## config.mk

```make
export PLATFORM = sky130hd
export DESIGN_NAME = json_stream_validator
export DESIGN_NICKNAME = d
export VERILOG_FILES = /design/src/design/jsv_pkg.sv /design/src/design/json_stream_validator.sv /design/src/design/jsv_front.sv /design/src/design/jsv_fifo.sv /design/src/design/jsv_back.sv
export SDC_FILE = /design/constraint.sdc
export NUM_CORES = 1
export LEC_CHECK = 0
export ABC_AREA = 1
export BUFFER_PORTS_ARGS = -buffer_cell sky130_fd_sc_hd__buf_2
export CORE_AREA = 2 2 192 194
export DETAILED_ROUTE_END_ITERATION = 7
export DIE_AREA = 0 0 194 196
export GPL_TIMING_DRIVEN = 0
export PLACE_DENSITY = 0.76
export SETUP_SLACK_MARGIN = 0.1
export SLEW_MARGIN = 10
export SYNTH_ARGS = -nofsm -noshare
export SYNTH_HDL_FRONTEND = slang
export SYNTH_HIERARCHICAL = 1
export SYNTH_SLANG_ARGS = --single-unit
```

## constraint.sdc

```tcl
create_clock -name i_clk -period 15.95 [get_ports i_clk]
set_clock_uncertainty 0.1 [all_clocks]
set_input_delay 3.9875 -clock i_clk [delete_from_list [all_inputs] [get_ports i_clk]]
set_output_delay 3.9875 -clock i_clk [all_outputs]
set_load 0.03 [all_outputs]
```

## src/design/jsv_pkg.sv

```systemverilog
// Shared types and constants for the JSON stream validator.
`timescale 1ns / 1ps
`default_nettype none
package jsv_pkg;

    localparam int MAX_NEST    = 64;
    localparam int STACK_DEPTH = MAX_NEST + 1;
    localparam int STACK_AW    = $clog2(STACK_DEPTH);
    localparam int DEPTH_W     = $clog2(STACK_DEPTH + 1);
    localparam int FIFO_DEPTH  = 4;
    localparam int FIFO_AW     = $clog2(FIFO_DEPTH);

    localparam logic [1:0] KIND_BYTE = 2'd0;
    localparam logic [1:0] KIND_CONT = 2'd1;
    localparam logic [1:0] KIND_DOC  = 2'd2;
    localparam logic [1:0] KIND_ERR  = 2'd3;

    localparam logic [2:0] CLS_WS   = 3'd0;
    localparam logic [2:0] CLS_STRC = 3'd1;
    localparam logic [2:0] CLS_STR  = 3'd2;
    localparam logic [2:0] CLS_NUM  = 3'd3;
    localparam logic [2:0] CLS_LIT  = 3'd4;
    localparam logic [2:0] CLS_NONE = 3'd5;

    localparam logic [4:0] E_NONE       = 5'd0;
    localparam logic [4:0] E_END_VALUE  = 5'd1;
    localparam logic [4:0] E_BAD_VALUE  = 5'd2;
    localparam logic [4:0] E_LITERAL    = 5'd3;
    localparam logic [4:0] E_NESTING    = 5'd4;
    localparam logic [4:0] E_TRAILING   = 5'd5;
    localparam logic [4:0] E_NEED_NAME  = 5'd6;
    localparam logic [4:0] E_NEED_COLON = 5'd7;
    localparam logic [4:0] E_END_OBJ    = 5'd8;
    localparam logic [4:0] E_OBJ_SEP    = 5'd9;
    localparam logic [4:0] E_END_ARR    = 5'd10;
    localparam logic [4:0] E_ARR_SEP    = 5'd11;
    localparam logic [4:0] E_OPEN_STR   = 5'd12;
    localparam logic [4:0] E_CTRL       = 5'd13;
    localparam logic [4:0] E_OPEN_ESC   = 5'd14;
    localparam logic [4:0] E_BAD_ESC    = 5'd15;
    localparam logic [4:0] E_SHORT_HEX  = 5'd16;
    localparam logic [4:0] E_BAD_HEX    = 5'd17;
    localparam logic [4:0] E_LONE_HIGH  = 5'd18;
    localparam logic [4:0] E_LONE_LOW   = 5'd19;
    localparam logic [4:0] E_DIGIT      = 5'd20;
    localparam logic [4:0] E_FRAC_DIGIT = 5'd21;
    localparam logic [4:0] E_EXP_DIGIT  = 5'd22;

    localparam logic [7:0] LIT_TEXT [16] = '{
        8'h74, 8'h72, 8'h75, 8'h65, 8'h66, 8'h61, 8'h6C, 8'h73,
        8'h65, 8'h6E, 8'h75, 8'h6C, 8'h6C, 8'h00, 8'h00, 8'h00
    };

    typedef struct packed {
        logic [7:0] byte_value;
        logic       is_end;
    } t_in;

    typedef struct packed {
        logic [1:0]         kind;
        logic [7:0]         content_byte;
        logic               in_member_name;
        logic [2:0]         token_class;
        logic [DEPTH_W-1:0] nesting_level;
        logic [4:0]         error_code;
        logic               last_of_run;
    } t_out;

    // One request's worth of results, as queued between front and back.
    typedef struct packed {
        logic [2:0]         cnt;
        logic [3:0][7:0]    bytes;
        logic               ckey;
        logic [1:0]         kind;
        logic               skey;
        logic [2:0]         cls;
        logic [DEPTH_W-1:0] depth;
        logic [4:0]         err;
    } t_rec;

endpackage
`default_nettype wire

```

## src/design/json_stream_validator.sv

```systemverilog
// Top level of the JSON stream validator.
// Takes one document byte (or the end marker) per request and checks JSON syntax
// with a container stack, decoding string content to UTF-8. The parser takes one
// request per clock while its 4-entry record queue has room; each request yields
// one record of 1 to 5 result items, and the result side delivers one item per
// clock while pop is asserted, so sustained throughput is set by the result port.
// A request's record enters the queue when taken. The user must write max_nesting
// through i_cfg_we/i_cfg_data while the block is idle; the block does not enforce it.
`timescale 1ns / 1ps
`default_nettype none
module json_stream_validator (
    input  wire logic          i_clk,
    input  wire logic          i_rst_n,
    input  wire logic          push,
    output logic               full,
    input  wire jsv_pkg::t_in  i_in,
    output logic               empty,
    input  wire logic          pop,
    output jsv_pkg::t_out      o_out,
    input  wire logic          i_cfg_we,
    input  wire logic [6:0]    i_cfg_data
);

    logic [6:0]    r_max_nest;
    logic          accept, rec_rd, rec_empty;
    jsv_pkg::t_rec wr_rec, rd_rec;

    assign accept = push && !full;

    always_ff @(posedge i_clk) begin
        if (!i_rst_n) r_max_nest <= 7'(jsv_pkg::MAX_NEST);
        else if (i_cfg_we) r_max_nest <= i_cfg_data;
    end

    jsv_front u_front (
        .i_clk      (i_clk),
        .i_rst_n    (i_rst_n),
        .i_accept   (accept),
        .i_in       (i_in),
        .i_max_nest (r_max_nest),
        .o_rec      (wr_rec)
    );

    jsv_fifo u_fifo (
        .i_clk   (i_clk),
        .i_rst_n (i_rst_n),
        .i_wr    (accept),
        .i_data  (wr_rec),
        .i_rd    (rec_rd),
        .o_data  (rd_rec),
        .o_full  (full),
        .o_empty (rec_empty)
    );

    jsv_back u_back (
        .i_clk       (i_clk),
        .i_rst_n     (i_rst_n),
        .i_rec       (rd_rec),
        .i_rec_empty (rec_empty),
        .i_pop       (pop),
        .o_rec_rd    (rec_rd),
        .o_out       (o_out),
        .o_empty     (empty)
    );

endmodule
`default_nettype wire

```

## src/design/jsv_front.sv

```systemverilog
// Front end: parses one byte per request and builds its result record.
`timescale 1ns / 1ps
`default_nettype none
module jsv_front (
    input  wire logic           i_clk,
    input  wire logic           i_rst_n,
    input  wire logic           i_accept,
    input  wire jsv_pkg::t_in   i_in,
    input  wire logic [6:0]     i_max_nest,
    output jsv_pkg::t_rec       o_rec
);

    typedef enum logic [4:0] {
        M_TOP, M_VALUE, M_ARR_FIRST, M_OBJ_FIRST, M_KEY, M_COLON, M_AFTER, M_DONE,
        M_STR, M_ESC, M_HEX1, M_PAIR_BS, M_PAIR_U, M_HEX2, M_LIT, M_NSIGN, M_NINT,
        M_NDOT, M_NFRAC, M_NE, M_NESIGN, M_NEXP, M_ERR
    } t_mode;

    typedef struct packed {
        logic [2:0]      cnt;
        logic [3:0][7:0] b;
    } t_utf;

    localparam int DW = jsv_pkg::DEPTH_W;
    localparam int AW = jsv_pkg::STACK_AW;

    function automatic t_utf utf8(input logic [20:0] cp);
        t_utf u;
        u.b = '0;
        if (cp < 21'h80) begin
            u.cnt  = 3'd1;
            u.b[0] = cp[7:0];
        end else if (cp < 21'h800) begin
            u.cnt  = 3'd2;
            u.b[0] = {3'b110, cp[10:6]};
            u.b[1] = {2'b10, cp[5:0]};
        end else if (cp < 21'h10000) begin
            u.cnt  = 3'd3;
            u.b[0] = {4'b1110, cp[15:12]};
            u.b[1] = {2'b10, cp[11:6]};
            u.b[2] = {2'b10, cp[5:0]};
        end else begin
            u.cnt  = 3'd4;
            u.b[0] = {5'b11110, cp[20:18]};
            u.b[1] = {2'b10, cp[17:12]};
            u.b[2] = {2'b10, cp[11:6]};
            u.b[3] = {2'b10, cp[5:0]};
        end
        return u;
    endfunction

    function automatic logic [4:0] hex_val(input logic [7:0] ch);
        logic [4:0] v;
        if (ch >= "0" && ch <= "9") v = 5'(ch - "0");
        else if (ch >= "a" && ch <= "f") v = 5'(ch - "a" + 8'd10);
        else if (ch >= "A" && ch <= "F") v = 5'(ch - "A" + 8'd10);
        else v = 5'd16;
        return v;
    endfunction

    t_mode          r_mode, n_mode;
    logic [DW-1:0]  r_depth, n_depth;
    logic           r_top, n_top;
    logic           r_below;
    logic [3:0]     r_prog, n_prog;
    logic [15:0]    r_acc, n_acc;
    logic [2:0]     r_hcnt, n_hcnt;
    logic [9:0]     r_hs, n_hs;
    logic           r_bad, n_bad;
    logic           r_key, n_key;
    logic [4:0]     r_held, n_held;

    logic           stack_mem [jsv_pkg::STACK_DEPTH];

    t_mode          md;
    logic [7:0]     c;
    logic [6:0]     lim;
    logic           ws, dig, is_e, obj;
    logic [4:0]     err, verdict, hx;
    logic [2:0]     cls, cnt;
    logic [3:0][7:0] cb;
    logic           do_start, do_close, do_push, push_obj;
    logic           h_bad, h_done;
    logic [15:0]    h_acc;
    logic [2:0]     h_cnt;
    t_utf           u_bmp, u_sup;
    logic [DW-1:0]  eff_depth;
    logic [AW-1:0]  rd_addr;
    jsv_pkg::t_rec  rec;

    assign c    = i_in.byte_value;
    assign lim  = (i_max_nest > 7'(jsv_pkg::MAX_NEST)) ? 7'(jsv_pkg::MAX_NEST) : i_max_nest;
    assign ws   = (c == " ") || (c == 8'h09) || (c == 8'h0D) || (c == 8'h0A);
    assign dig  = (c >= "0") && (c <= "9");
    assign is_e = (c == "e") || (c == "E");
    assign obj  = (r_depth != '0) && r_top;

    assign hx     = hex_val(c);
    assign h_bad  = r_bad | hx[4];
    assign h_acc  = hx[4] ? r_acc : {r_acc[11:0], hx[3:0]};
    assign h_cnt  = r_hcnt + 3'd1;
    assign h_done = (h_cnt >= 3'd4);
    assign u_bmp  = utf8({5'd0, h_acc});
    assign u_sup  = utf8(21'h10000 + {1'b0, r_hs, h_acc[9:0]});

    // End-marker verdict
    always_comb begin
        case (r_mode)
            M_TOP, M_VALUE, M_ARR_FIRST:
                verdict = (r_depth > DW'(lim)) ? jsv_pkg::E_NESTING : jsv_pkg::E_END_VALUE;
            M_OBJ_FIRST, M_KEY: verdict = jsv_pkg::E_NEED_NAME;
            M_COLON:            verdict = jsv_pkg::E_NEED_COLON;
            M_DONE:             verdict = jsv_pkg::E_NONE;
            M_AFTER, M_NINT, M_NFRAC, M_NEXP:
                verdict = (r_depth == '0) ? jsv_pkg::E_NONE :
                          (obj ? jsv_pkg::E_END_OBJ : jsv_pkg::E_END_ARR);
            M_STR:              verdict = jsv_pkg::E_OPEN_STR;
            M_ESC:              verdict = jsv_pkg::E_OPEN_ESC;
            M_HEX1, M_HEX2:     verdict = jsv_pkg::E_SHORT_HEX;
            M_PAIR_BS, M_PAIR_U: verdict = jsv_pkg::E_LONE_HIGH;
            M_LIT:              verdict = jsv_pkg::E_LITERAL;
            M_NSIGN:            verdict = jsv_pkg::E_DIGIT;
            M_NDOT:             verdict = jsv_pkg::E_FRAC_DIGIT;
            M_NE, M_NESIGN:     verdict = jsv_pkg::E_EXP_DIGIT;
            M_ERR:              verdict = r_held;
            default:            verdict = jsv_pkg::E_END_VALUE;
        endcase
    end

    // Byte parser
    always_comb begin
        n_mode = r_mode; n_depth = r_depth; n_top = r_top; n_prog = r_prog;
        n_acc = r_acc; n_hcnt = r_hcnt; n_hs = r_hs; n_bad = r_bad;
        n_key = r_key; n_held = r_held;
        err = jsv_pkg::E_NONE; cls = jsv_pkg::CLS_NONE; cnt = 3'd0; cb = '0;
        do_start = 1'b0; do_close = 1'b0; do_push = 1'b0; push_obj = 1'b0;

        md = r_mode;
        // a number ends at the first byte that cannot continue it
        if ((r_mode == M_NINT && !(dig || is_e || c == ".")) ||
            (r_mode == M_NFRAC && !(dig || is_e)) || (r_mode == M_NEXP && !dig)) begin
            md = (r_depth == '0) ? M_DONE : M_AFTER;
        end
        n_mode = md;

        if (ws && (md == M_TOP || md == M_VALUE || md == M_ARR_FIRST || md == M_OBJ_FIRST ||
                   md == M_KEY || md == M_COLON || md == M_AFTER || md == M_DONE)) begin
            cls = jsv_pkg::CLS_WS;
        end else begin
            case (md)
                M_TOP, M_VALUE: do_start = 1'b1;
                M_ARR_FIRST: begin
                    if (c == "]") do_close = 1'b1;
                    else do_start = 1'b1;
                end
                M_OBJ_FIRST, M_KEY: begin
                    if (md == M_OBJ_FIRST && c == "}") begin
                        do_close = 1'b1;
                    end else if (c == 8'h22) begin
                        n_mode = M_STR; n_key = 1'b1; cls = jsv_pkg::CLS_STR;
                    end else begin
                        err = jsv_pkg::E_NEED_NAME;
                    end
                end
                M_COLON: begin
                    if (c == ":") begin
                        n_mode = M_VALUE; cls = jsv_pkg::CLS_STRC;
                    end else begin
                        err = jsv_pkg::E_NEED_COLON;
                    end
                end
                M_AFTER: begin
                    if (c == ",") begin
                        n_mode = obj ? M_KEY : M_VALUE; cls = jsv_pkg::CLS_STRC;
                    end else if ((obj && c == "}") || (!obj && c == "]")) begin
                        do_close = 1'b1;
                    end else begin
                        err = obj ? jsv_pkg::E_OBJ_SEP : jsv_pkg::E_ARR_SEP;
                    end
                end
                M_DONE: err = jsv_pkg::E_TRAILING;
                M_STR: begin
                    cls = jsv_pkg::CLS_STR;
                    if (c == 8'h22) begin
                        n_mode = r_key ? M_COLON : ((r_depth == '0) ? M_DONE : M_AFTER);
                    end else if (c < 8'h20) begin
                        err = jsv_pkg::E_CTRL;
                    end else if (c == 8'h5C) begin
                        n_mode = M_ESC;
                    end else begin
                        cnt = 3'd1; cb[0] = c;
                    end
                end
                M_ESC: begin
                    cls = jsv_pkg::CLS_STR;
                    n_mode = M_STR;
                    cnt = 3'd1;
                    case (c)
                        8'h22, 8'h5C, "/": cb[0] = c;
                        "b": cb[0] = 8'h08;
                        "f": cb[0] = 8'h0C;
                        "n": cb[0] = 8'h0A;
                        "r": cb[0] = 8'h0D;
                        "t": cb[0] = 8'h09;
                        "u": begin
                            cnt = 3'd0; n_mode = M_HEX1;
                            n_acc = '0; n_hcnt = '0; n_bad = 1'b0;
                        end
                        default: begin
                            cnt = 3'd0; err = jsv_pkg::E_BAD_ESC;
                        end
                    endcase
                end
                M_HEX1, M_HEX2: begin
                    cls = jsv_pkg::CLS_STR;
                    n_bad = h_bad; n_acc = h_acc; n_hcnt = h_cnt;
                    if (h_done) begin
                        n_hcnt = '0;
                        if (h_bad) begin
                            err = jsv_pkg::E_BAD_HEX;
                        end else if (md == M_HEX1) begin
                            if (h_acc >= 16'hD800 && h_acc <= 16'hDBFF) begin
                                n_hs = h_acc[9:0]; n_mode = M_PAIR_BS;
                            end else if (h_acc >= 16'hDC00 && h_acc <= 16'hDFFF) begin
                                err = jsv_pkg::E_LONE_LOW;
                            end else begin
                                cnt = u_bmp.cnt; cb = u_bmp.b; n_mode = M_STR;
                            end
                        end else begin
                            if (h_acc < 16'hDC00 || h_acc > 16'hDFFF) begin
                                err = jsv_pkg::E_LONE_HIGH;
                            end else begin
                                cnt = u_sup.cnt; cb = u_sup.b; n_mode = M_STR;
                            end
                        end
                    end
                end
                M_PAIR_BS: begin
                    cls = jsv_pkg::CLS_STR;
                    if (c != 8'h5C) err = jsv_pkg::E_LONE_HIGH;
                    else n_mode = M_PAIR_U;
                end
                M_PAIR_U: begin
                    cls = jsv_pkg::CLS_STR;
                    if (c != "u") begin
                        err = jsv_pkg::E_LONE_HIGH;
                    end else begin
                        n_mode = M_HEX2; n_acc = '0; n_hcnt = '0; n_bad = 1'b0;
                    end
                end
                M_LIT: begin
                    cls = jsv_pkg::CLS_LIT;
                    if (jsv_pkg::LIT_TEXT[r_prog] != c || c == 8'h00) begin
                        err = jsv_pkg::E_LITERAL;
                    end else begin
                        n_prog = r_prog + 4'd1;
                        if (n_prog == 4'd4 || n_prog == 4'd9 || n_prog == 4'd13)
                            n_mode = (r_depth == '0) ? M_DONE : M_AFTER;
                    end
                end
                M_NSIGN: begin
                    cls = jsv_pkg::CLS_NUM;
                    if (!dig) err = jsv_pkg::E_DIGIT;
                    else n_mode = M_NINT;
                end
                M_NINT: begin
                    cls = jsv_pkg::CLS_NUM;
                    if (c == ".") n_mode = M_NDOT;
                    else if (is_e) n_mode = M_NE;
                end
                M_NDOT: begin
                    cls = jsv_pkg::CLS_NUM;
                    if (!dig) err = jsv_pkg::E_FRAC_DIGIT;
                    else n_mode = M_NFRAC;
                end
                M_NFRAC: begin
                    cls = jsv_pkg::CLS_NUM;
                    if (is_e) n_mode = M_NE;
                end
                M_NE: begin
                    cls = jsv_pkg::CLS_NUM;
                    if (c == "+" || c == "-") n_mode = M_NESIGN;
                    else if (!dig) err = jsv_pkg::E_EXP_DIGIT;
                    else n_mode = M_NEXP;
                end
                M_NESIGN: begin
                    cls = jsv_pkg::CLS_NUM;
                    if (!dig) err = jsv_pkg::E_EXP_DIGIT;
                    else n_mode = M_NEXP;
                end
                M_NEXP: cls = jsv_pkg::CLS_NUM;
                default: err = jsv_pkg::E_BAD_VALUE;
            endcase
        end

        if (do_start) begin
            if (r_depth > DW'(lim)) begin
                err = jsv_pkg::E_NESTING;
            end else begin
                case (c)
                    "{", "[": begin
                        if (r_depth >= DW'(jsv_pkg::STACK_DEPTH)) err = jsv_pkg::E_NESTING;
                        else begin
                            do_push = 1'b1; push_obj = (c == "{");
                        end
                    end
                    8'h22: begin
                        n_mode = M_STR; n_key = 1'b0; cls = jsv_pkg::CLS_STR;
                    end
                    "t": begin
                        n_prog = 4'd1; n_mode = M_LIT; cls = jsv_pkg::CLS_LIT;
                    end
                    "f": begin
                        n_prog = 4'd5; n_mode = M_LIT; cls = jsv_pkg::CLS_LIT;
                    end
                    "n": begin
                        n_prog = 4'd10; n_mode = M_LIT; cls = jsv_pkg::CLS_LIT;
                    end
                    default: begin
                        cls = jsv_pkg::CLS_NUM;
                        if (c == "-") n_mode = M_NSIGN;
                        else if (dig) n_mode = M_NINT;
                        else err = jsv_pkg::E_BAD_VALUE;
                    end
                endcase
            end
        end

        if (do_push) begin
            n_depth = r_depth + DW'(1);
            n_top   = push_obj;
            n_mode  = push_obj ? M_OBJ_FIRST : M_ARR_FIRST;
            cls     = jsv_pkg::CLS_STRC;
        end
        if (do_close) begin
            n_depth = (r_depth != '0) ? r_depth - DW'(1) : '0;
            n_top   = r_below;
            n_mode  = (n_depth == '0) ? M_DONE : M_AFTER;
            cls     = jsv_pkg::CLS_STRC;
        end
        if (err != jsv_pkg::E_NONE) begin
            n_mode = M_ERR; n_held = err; n_depth = r_depth; n_top = r_top;
        end
    end

    // Result record for this request
    always_comb begin
        rec = '0;
        if (i_in.is_end) begin
            rec.kind  = (verdict != jsv_pkg::E_NONE) ? jsv_pkg::KIND_ERR : jsv_pkg::KIND_DOC;
            rec.cls   = jsv_pkg::CLS_NONE;
            rec.depth = r_depth;
            rec.err   = verdict;
        end else if (r_mode == M_ERR) begin
            rec.kind  = jsv_pkg::KIND_ERR;
            rec.cls   = jsv_pkg::CLS_NONE;
            rec.depth = r_depth;
            rec.err   = r_held;
        end else if (err != jsv_pkg::E_NONE) begin
            rec.kind  = jsv_pkg::KIND_ERR;
            rec.cls   = jsv_pkg::CLS_NONE;
            rec.depth = r_depth;
            rec.err   = err;
        end else begin
            rec.kind  = jsv_pkg::KIND_BYTE;
            rec.cnt   = cnt;
            rec.bytes = cb;
            rec.ckey  = n_key;
            rec.skey  = (cls == jsv_pkg::CLS_STR) ? n_key : 1'b0;
            rec.cls   = cls;
            rec.depth = n_depth;
        end
    end
    assign o_rec = rec;

    always_ff @(posedge i_clk) begin
        if (!i_rst_n) begin
            r_mode <= M_TOP; r_depth <= '0; r_top <= 1'b0; r_prog <= '0;
            r_acc <= '0; r_hcnt <= '0; r_hs <= '0; r_bad <= 1'b0;
            r_key <= 1'b0; r_held <= '0;
        end else if (i_accept) begin
            if (i_in.is_end) begin
                // restart for the next document
                r_mode <= M_TOP; r_depth <= '0; r_top <= 1'b0; r_prog <= '0;
                r_acc <= '0; r_hcnt <= '0; r_hs <= '0; r_bad <= 1'b0;
                r_key <= 1'b0; r_held <= '0;
            end else if (r_mode != M_ERR) begin
                r_mode <= n_mode; r_depth <= n_depth; r_top <= n_top; r_prog <= n_prog;
                r_acc <= n_acc; r_hcnt <= n_hcnt; r_hs <= n_hs; r_bad <= n_bad;
                r_key <= n_key; r_held <= n_held;
            end
        end
    end

    // Container stack: the top entry lives in r_top, the one below it is
    // read ahead from memory so that a close can take it at once.
    always_comb begin
        if (!i_accept || r_mode == M_ERR) eff_depth = r_depth;
        else if (i_in.is_end) eff_depth = '0;
        else eff_depth = n_depth;
        rd_addr = (eff_depth >= DW'(2)) ? AW'(eff_depth - DW'(2)) : '0;
    end

    always_ff @(posedge i_clk) begin
        if (i_accept && !i_in.is_end && r_mode != M_ERR && do_push &&
            err == jsv_pkg::E_NONE) begin
            stack_mem[AW'(r_depth)] <= push_obj;
        end
        r_below <= stack_mem[rd_addr];
    end

endmodule
`default_nettype wire

```

## src/design/jsv_fifo.sv

```systemverilog
// Short record queue between the parser and the result sequencer.
`timescale 1ns / 1ps
`default_nettype none
module jsv_fifo (
    input  wire logic          i_clk,
    input  wire logic          i_rst_n,
    input  wire logic          i_wr,
    input  wire jsv_pkg::t_rec i_data,
    input  wire logic          i_rd,
    output jsv_pkg::t_rec      o_data,
    output logic               o_full,
    output logic               o_empty
);

    localparam int AW = jsv_pkg::FIFO_AW;

    jsv_pkg::t_rec      r_mem [jsv_pkg::FIFO_DEPTH];
    logic [AW-1:0]      r_wp, r_rp;
    logic [AW:0]        r_count;
    logic               wr_ok, rd_ok;

    assign o_full  = (r_count == (AW+1)'(jsv_pkg::FIFO_DEPTH));
    assign o_empty = (r_count == '0);
    assign wr_ok   = i_wr && !o_full;
    assign rd_ok   = i_rd && !o_empty;
    assign o_data  = r_mem[r_rp];

    always_ff @(posedge i_clk) begin
        if (!i_rst_n) begin
            r_wp <= '0; r_rp <= '0; r_count <= '0;
        end else begin
            if (wr_ok) r_wp <= r_wp + AW'(1);
            if (rd_ok) r_rp <= r_rp + AW'(1);
            case ({wr_ok, rd_ok})
                2'b10:   r_count <= r_count + (AW+1)'(1);
                2'b01:   r_count <= r_count - (AW+1)'(1);
                default: r_count <= r_count;
            endcase
        end
    end

    always_ff @(posedge i_clk) begin
        if (wr_ok) r_mem[r_wp] <= i_data;
    end

    a_count_range: assert property (@(posedge i_clk) disable iff (!i_rst_n)
        r_count <= (AW+1)'(jsv_pkg::FIFO_DEPTH))
        else $error("queue count out of range");
    a_fill: assert property (@(posedge i_clk) disable iff (!i_rst_n)
        (wr_ok && !rd_ok) |=> (r_count == $past(r_count) + (AW+1)'(1)))
        else $error("queue count did not grow on write");
    a_ptr_gap: assert property (@(posedge i_clk) disable iff (!i_rst_n)
        (r_count != '0 && r_count != (AW+1)'(jsv_pkg::FIFO_DEPTH)) |-> (r_wp != r_rp))
        else $error("pointers meet while queue partly full");

endmodule
`default_nettype wire

```

## src/design/jsv_back.sv

```systemverilog
// Back end: walks each queued record out as content items then a status item.
`timescale 1ns / 1ps
`default_nettype none
module jsv_back (
    input  wire logic          i_clk,
    input  wire logic          i_rst_n,
    input  wire jsv_pkg::t_rec i_rec,
    input  wire logic          i_rec_empty,
    input  wire logic          i_pop,
    output logic               o_rec_rd,
    output jsv_pkg::t_out      o_out,
    output logic               o_empty
);

    logic [2:0] r_idx;
    logic       is_status, take;

    assign is_status = (r_idx >= i_rec.cnt);
    assign o_empty   = i_rec_empty;
    assign take      = i_pop && !i_rec_empty;
    assign o_rec_rd  = take && is_status;

    always_comb begin
        o_out = '0;
        o_out.nesting_level = i_rec.depth;
        if (!is_status) begin
            o_out.kind           = jsv_pkg::KIND_CONT;
            o_out.content_byte   = i_rec.bytes[r_idx[1:0]];
            o_out.in_member_name = i_rec.ckey;
            o_out.token_class    = jsv_pkg::CLS_STR;
        end else begin
            o_out.kind           = i_rec.kind;
            o_out.in_member_name = i_rec.skey;
            o_out.token_class    = i_rec.cls;
            o_out.error_code     = i_rec.err;
            o_out.last_of_run    = 1'b1;
        end
    end

    always_ff @(posedge i_clk) begin
        if (!i_rst_n) begin
            r_idx <= '0;
        end else if (take) begin
            // advance through content bytes, drop the record after its status
            r_idx <= is_status ? 3'd0 : r_idx + 3'd1;
        end
    end

    a_idx_bound: assert property (@(posedge i_clk) disable iff (!i_rst_n)
        !i_rec_empty |-> (r_idx <= i_rec.cnt))
        else $error("content index beyond record");
    a_idx_wrap: assert property (@(posedge i_clk) disable iff (!i_rst_n)
        o_rec_rd |=> (r_idx == 3'd0))
        else $error("index not cleared after status item");
    a_cont_clean: assert property (@(posedge i_clk) disable iff (!i_rst_n)
        (!o_empty && o_out.kind == jsv_pkg::KIND_CONT) |->
            (o_out.error_code == 5'd0 && !o_out.last_of_run))
        else $error("content item carries status fields");

endmodule
`default_nettype wire
```

# == After elaboration in Yosys (flattened, before gate mapping) ==
# Memories as Yosys holds them, arrays and structs flattened. A register that Yosys moved wholly into a read port is not among the register bits.
# Cells that the tools add are included.
# totals
reg_bits,70
ramBits,281
rom_bits,128
n_memories,3
# memory_table
memory,depth,word_bits,read_ports,rd_clocked_by_memory_dff,wr,line,source
u_fifo.r_mem,4,54,1,1,1,jsv_fifo.sv:17,jsv_pkg::t_rec r_mem [jsv_pkg::FIFO_DEPTH];
(no name shown),16,8,1,0,0,jsv_front.sv:253,if (jsv_pkg::LIT_TEXT[r_prog] != c || c == 8'h00) begin
u_front.stack_mem,65,1,1,1,1,jsv_front.sv:73,logic stack_mem [jsv_pkg::STACK_DEPTH];
# op_classes
addsub,16
n_lt_le_gt_ge,26
eq_ne,83
muxes,241
n_bitwise,2
n_reduce_logical,94
# op_table
operator,count
two-way mux 5 bit,65
two-way mux 32 bit,7
case mux 5 bit (15 select lines),2
two-way mux 16 bit,8
two-way mux 36 bit,3
equality test 8 x 7 -> 1 bit (second input constant),13
two-way mux 3 bit,31
two-way mux 10 bit,9
two-way mux 8 bit,11
equality test 5 x 4 -> 1 bit (second input constant),16
two-way mux 24 bit,3
two-way mux 7 bit,10
case mux 5 bit (14 select lines),1
equality test 5 bit (second input constant),13
equality test 8 x 6 -> 1 bit (second input constant),8
two-way mux 1 bit,49
case mux 16 bit (3 select lines),1
case mux 8 bit (6 select lines),1
equality test 5 x 3 -> 1 bit (second input constant),8
two-way mux 4 bit,10
>= comparator 16 bit (second input constant),2
less-or-equal comparator 16 bit (second input constant),2
two-way mux 15 bit,2
case mux 3 bit (3 select lines),3
84 further kinds,184

# == Longest topological paths before layout ==
# depth
ltp_word,30
mapped_depth,35
ltp_nobuf,33

# == Hierarchy ==
# Netlist, hierarchy kept.
# by_module_without_submodules
module,n_inst,cells_per_inst,area_per_inst_um2,seq_area_each_um2
jsv_front,1,1509,10077.2,3032.9
jsv_fifo,1,592,8469.4,6666.4
jsv_back,1,128,711.9,60.1
json_stream_validator,1,44,287.8,140.1

# == Worst setup path before layout ==
# OpenSTA, ideal clock, no wires.
# synth_timing
path_kind,input to register
startpoint,input port i_in[1] (netlist name)
endpoint,memory u_front.stack_mem[0] (data pin)
setup_time_ns,0.698
arrival_time_ns,8.273
t_required_ns,15.152
slack_ns,6.879
stages,17
n_path_buf,1
cell_sequence,inv_1 ha_1 nor2_1 nand2_1 nand3_4 nand2_1 inv_2 nand2_4 nand2_4 nand2_2 inv_2 nand2_4 buf_6 nand2_1 nor2_1 clkinv_1 nor3_1
# synth_via
elab_chain_len,20
# synth_rtl
element,line,source
"start, declared",json_stream_validator.sv:16,"input wire jsv_pkg::t_in i_in,"
">= comparator 8 x 6 -> 1 bit, or another cell as far along",jsv_front.sv:94,"assign dig = (c >= ""0"") && (c <= ""9"");"
logical AND 1 bit / logical OR 1 bit (equally long branches),"jsv_front.sv:94, jsv_front.sv:95",
logical OR 1 bit,"jsv_front.sv:140, jsv_front.sv:141",
logical OR 1 bit,jsv_front.sv:140,"if ((r_mode == M_NINT && !(dig || is_e || c == ""."")) ||"
zero test 1 bit,jsv_front.sv:140,
logical AND 1 bit,jsv_front.sv:140,
logical OR 1 bit,jsv_front.sv:140,
logical OR 1 bit,jsv_front.sv:141,(r_mode == M_NFRAC && !(dig || is_e)) || (r_mode == M_NEXP && !dig)) begin
two-way mux 5 bit,jsv_front.sv:140,
equality test 5 x 1 -> 1 bit / zero test 5 bit (equally long branches),"jsv_front.sv:146, jsv_front.sv:150",
logical OR 1 bit (4 in a row),jsv_front.sv:146,if (ws && (md == M_TOP || md == M_VALUE || md == M_ARR_FIRST || md == M_OBJ_FIRST ||
logical OR 1 bit (3 in a row),jsv_front.sv:147,md == M_KEY || md == M_COLON || md == M_AFTER || md == M_DONE)) begin
logical AND 1 bit,jsv_front.sv:146,
two-way mux 1 bit,jsv_front.sv:146,
two-way mux 1 bit *,jsv_front.sv:296,if (do_start) begin
net u_front.push_obj,jsv_front.sv:82,"logic do_start, do_close, do_push, push_obj;"
"end, declared",jsv_front.sv:73,
# Mark *: on every way through the listed nets, which the timed path passes. The rest lies on a longest branch.

==> flow_results.org <==
** Run status
- Run status :: finished, final reports clean

** Route
- Across all layers, the routed design uses about 17000 vias.
- Violation count after the first detailed-route iteration :: approximately 2000
- Average routed wire per standard cell :: slightly above 20 microns
- Via-to-Cell Ratio :: 6.04
- Wire length reported by the detailed router :: approximately 59000 microns
- Post-route DRC violation count :: 0
- The pre-antenna-repair detailed-routing pass consisted of 5 iterations.
- Number of nets with antenna violations after routing :: 0

** Setup path
- The most numerous cell type found on the critical path is sky130_fd_sc_hd__inv_1.
- STA classifies the critical path startpoint as a primary input.
- Counting both buffers and inverters, the worst setup path holds a total of 7.
- Master of the slowest instance on the critical path :: sky130_fd_sc_hd__nor3_1
- Critical path endpoint category :: flop
- Worst EP required :: ~16000 ps
- Crit path largest cell delay :: around 640 ps
- The worst register-to-register path has a depth of 33.
- Cell-by-cell listing of the critical path :: buf_2 -> inv_1 -> ha_1 -> inv_1 -> nor2_1 -> nand2_1 -> inv_1 -> nor2_1 -> inv_1 -> nor2_1 -> nand2_1 -> nor3_1 -> a21o_1 -> inv_1 -> nand2_1 -> nor3_1 -> o21ai_0 -> nor3_2 -> nand2_4 -> nor2_8 -> inv_6 -> nor3_1
- Crit-path leading delay family :: simple AND/OR/NAND/NOR gates
- WP depth :: 22
- At the worst endpoint, the arrival time is 8200 ps.
- Along the worst path, the maximum fanout reaches 9.
- The critical path in this run is classified as in2reg.

** Clocking
- Buffers inserted to repair hold after CTS numbered 0.
- For the worst-skew pair, the clock arrives at the later sink with an insertion delay of about 570 ps.
- Counting along the longest clock path gives a buffer depth of 3.
- Post-CTS repair changed the size of 0 cells.
- Clock tree synthesis found a total of approximately 350 sinks.
- Total CTS buffers :: 39
- TritonCTS built the clock tree.
- Number of post-CTS setup repair buffers :: 0
- After clock tree synthesis, the clock-pin slew on the worst setup and hold paths is roughly 60 ps.
- The clock tree synthesis step divided the H-tree into 2 levels.
- Library cell used as clock root buffer :: sky130_fd_sc_hd__clkbuf_16

** Global route
- Total routing resource utilization after global routing :: 0.310
- The first global-routing pass estimated just over 90000 microns of wire.
- Maximum number of pins on one net before global-route repair :: 27
- The initial antenna violation count is 0.
- The total overflow left after global routing is 0.
- Vias in the first global route :: 16153

** Synthesis
- Average cell area after synthesis :: roughly 8.6 sq um
- The share of synthesized area in the top cell type comes to 0.432.
- Yosys attributes the largest share of cell area to sky130_fd_sc_hd__edfxtp_1, sky130_fd_sc_hd__nor2_1, sky130_fd_sc_hd__dfxtp_1.
- In this run the cell area of the synthesized design comes to 19500 sq um.
- Post-synthesis register bit count :: 354
- Cell count after synthesis :: 2273
- Yosys printed 6 warnings.
- In the post-synthesis netlist, the cell with the most instances is sky130_fd_sc_hd__nor2_1.
- Async S/R FF share, synth :: 0
- Yosys mapped a number of flops with a built-in enable equal to approximately 280.
- Prevailing post-synth register cell :: sky130_fd_sc_hd__edfxtp_1
- The commonest cells after synthesis are sky130_fd_sc_hd__nor2_1, sky130_fd_sc_hd__nand2_1, sky130_fd_sc_hd__edfxtp_1.
- Library cell occupying the most area in the post-synthesis netlist :: sky130_fd_sc_hd__edfxtp_1
- Yosys cell types :: 70
- For this run, the register share of the synthesized area comes to 0.506.

** Place
- Placed instance count :: 2801
- Placer's final routability congestion estimate :: 0.989
- Port Buffer Count :: 46
- The placed instances occupy a cell area of between 20000 and 25000 sq um.
- Estimated wirelength of the detail-placed design :: 43200 microns

** Floorplan
- Core Box Area :: ~36000 sq um
- Top Ports :: 50
- The initial utilization of the core area, before any placement, comes to 0.542.
- The floorplan step set the die width to 194 microns.
- The floorplan has 70 rows.
- In this run the vertical extent of the chip is between 150 and 200 microns.
- Die area :: between 30000 and 40000 sq um

** Cells and area
- Area added between synthesis and finish :: 11.9%
- Number of antenna cells inserted :: 0
- In the final layout, the share of cells above drive strength 1 is 0.130.
- Final design area excluding fillers :: between 20000 and 25000 sq um
- Final nets :: ~2400
- Utilization of the core after routing :: 0.606
- Count of filler cells inserted in the layout :: around 3100
- Once layout is complete, the cells apart from fillers number around 2900.
- Area of the multi-input gates :: 8090 sq um
- In the final layout, flip-flops and latches occupy just under 10000 sq um.

** Flow run
- Maximum Capacitance Violations :: 0

** Power
- The design draws 2400 uW.
- Highest ir drop seen on vdd :: 0.169 mV
- Leakage power of the design :: around 0.009 uW
- For this design the ratio of total power to cell area is 110 nW/um^2.

** Timing
- The worst path needs 8050 ps of the cycle, external delays included.
- Setup repair after global routing left no endpoint under its margin.
- Max-slew violation count :: 0
- Final number of setup-violating endpoints :: 0
- The hold violation total from the final report is 0.
- Setup TNS after final layout :: 0 ps
- Static timing analysis puts the maximum clock frequency at ~120 MHz.
- Slew margin rel. :: 0.304
- In the finished design, the share of the clock period the worst path needs comes to 0.505.
- Transition time of the tightest slew-check pin :: between 1000 and 1500 ps

** Worst hold path
- Counting instances, the worst hold path has a depth of 2.
- The min-delay analysis places its worst path in the category reg2reg.
-- path summary, 6_finish.rpt --
path                     startpoint                  end  slack, ps
hold / removal    u_front/r_hcnt[2]    u_front/r_hcnt[2]        350
setup reg to reg      r_max_nest[2]      u_front/r_below      10890
setup / recovery            i_in[1]  u_fifo/r_mem[0][53]       7900
hold reg to reg   u_front/r_hcnt[2]    u_front/r_hcnt[2]        350
-- placed cells by master, fill, tap and decap left out, types with 5 or more instances in the layout --
| cell type | count |
|---|---|
| sky130_fd_sc_hd__clkbuf_16 | 40 |
| sky130_fd_sc_hd__nand3b_1 | 16 |
| sky130_fd_sc_hd__nor3_1 | 47 |
| sky130_fd_sc_hd__nor4_1 | 7 |
| sky130_fd_sc_hd__o21ai_0 | 190 |
| sky130_fd_sc_hd__o211ai_1 | 18 |
| sky130_fd_sc_hd__o2111ai_1 | 10 |
| sky130_fd_sc_hd__nand2_2 | 19 |
| sky130_fd_sc_hd__a211oi_1 | 9 |
| sky130_fd_sc_hd__buf_6 | 20 |
| sky130_fd_sc_hd__inv_6 | 5 |
| sky130_fd_sc_hd__buf_16 | 5 |
| sky130_fd_sc_hd__inv_2 | 25 |
| sky130_fd_sc_hd__clkinv_1 | 14 |
| sky130_fd_sc_hd__buf_2 | 76 |
| sky130_fd_sc_hd__o221ai_1 | 5 |
| sky130_fd_sc_hd__nor2_1 | 395 |
| sky130_fd_sc_hd__dfxtp_1 | 73 |
| sky130_fd_sc_hd__nor2_4 | 12 |
| sky130_fd_sc_hd__ha_1 | 32 |
| sky130_fd_sc_hd__nand2_1 | 318 |
| sky130_fd_sc_hd__or2_2 | 12 |
| sky130_fd_sc_hd__nand3_1 | 120 |
| sky130_fd_sc_hd__nor2_2 | 18 |
| sky130_fd_sc_hd__clkbuf_1 | 35 |
| sky130_fd_sc_hd__edfxtp_1 | 281 |
| sky130_fd_sc_hd__o21a_1 | 6 |
| sky130_fd_sc_hd__clkbuf_2 | 7 |
| sky130_fd_sc_hd__buf_4 | 23 |
| sky130_fd_sc_hd__a21oi_1 | 112 |
| sky130_fd_sc_hd__inv_1 | 213 |
| sky130_fd_sc_hd__o21ai_1 | 43 |
| sky130_fd_sc_hd__xnor2_1 | 5 |
| sky130_fd_sc_hd__o31ai_1 | 6 |
| sky130_fd_sc_hd__nand4_1 | 21 |
| sky130_fd_sc_hd__o22ai_1 | 61 |
| sky130_fd_sc_hd__a22oi_1 | 9 |
| sky130_fd_sc_hd__xor2_1 | 12 |
| sky130_fd_sc_hd__nand2_4 | 13 |
-- report_power, final --
part / switching, uW / internal (uW)
clock: 368 / 512
combinational: 329 / 133
sequential: 16.0 / 1040
total: 714 / 1680
-- cells by family after synthesis --
group / Yosys count / share of synthesized area
AOI/OAI and AO/OA: 501 / 0.147
xor gates and xnor gates: 17 / 0.00762
adders and majority gates: 33 / 0.0215
buffers and inverters: 348 / 0.0819
DFF: 354 / 0.506
other: 1 / 0.000192
and+or+nand+nor: 1019 / 0.235
-- tightest hold or removal path: stages (launching register included) --
cell and delay, ps:
sky130_fd_sc_hd__dfxtp_1 310, sky130_fd_sc_hd__nand2_1 60, sky130_fd_sc_hd__nor2_1 40
-- per-layer routing --
| layer | vias up | global-route usage | part of all wire |
|---|---|---|---|
| met3 | 130 | 0.0449 | 0.092 |
| met5 | - | 0 | 0 |
| li1 | 8019 | - | - |
| met2 | 924 | 0.495 | 0.46 |
| met1 | 8293 | 0.443 | 0.42 |
| met4 | 0 | 0.0926 | 0.030 |
-- cell type report --
cell class                      instances  share of cell area
Inverter                              245              0.0427
Buffer                                103              0.0305
Multi-Input combinational cell       1573               0.370
Sequential cell                       354               0.453
Clock buffer                           51              0.0476
Tap cell                              468              0.0268
Clock inverter                         21             0.00892
Timing Repair Buffer                   58              0.0211
-- stage by stage --
step / hold WS, ps / setup WS [ps]
2_1_floorplan: 328 / 6880
3_3_place_gp: 337 / 3690
3_5_place_dp: 345 / 7460
4_1_cts: 353 / 8020
5_1_grt: 384 / 7580
6_report: 351 / 7900
-- flip-flops by register name (all words and copies together), names as in the netlist, named ones only --
| register | flops |
|---|---|
| u_front/r_prog | 4 |
| r_max_nest | 7 |
| u_fifo/r_wp | 2 |
| u_fifo/r_rp | 2 |
| u_fifo/r_count | 3 |
| u_front/r_key | 1 |
| u_front/r_acc | 16 |
| u_front/r_mode | 5 |
| u_front/stack_mem | 65 |
| u_back/r_idx | 3 |
| u_front/r_top | 1 |
| u_front/r_bad | 1 |
| u_front/r_hcnt | 3 |
| u_front/r_hs | 10 |
| u_front/r_held | 5 |
| u_front/r_below | 1 |
| u_fifo/r_mem | 216 |
| u_front/r_depth | 7 |
(Power assumes the default switching activity.)
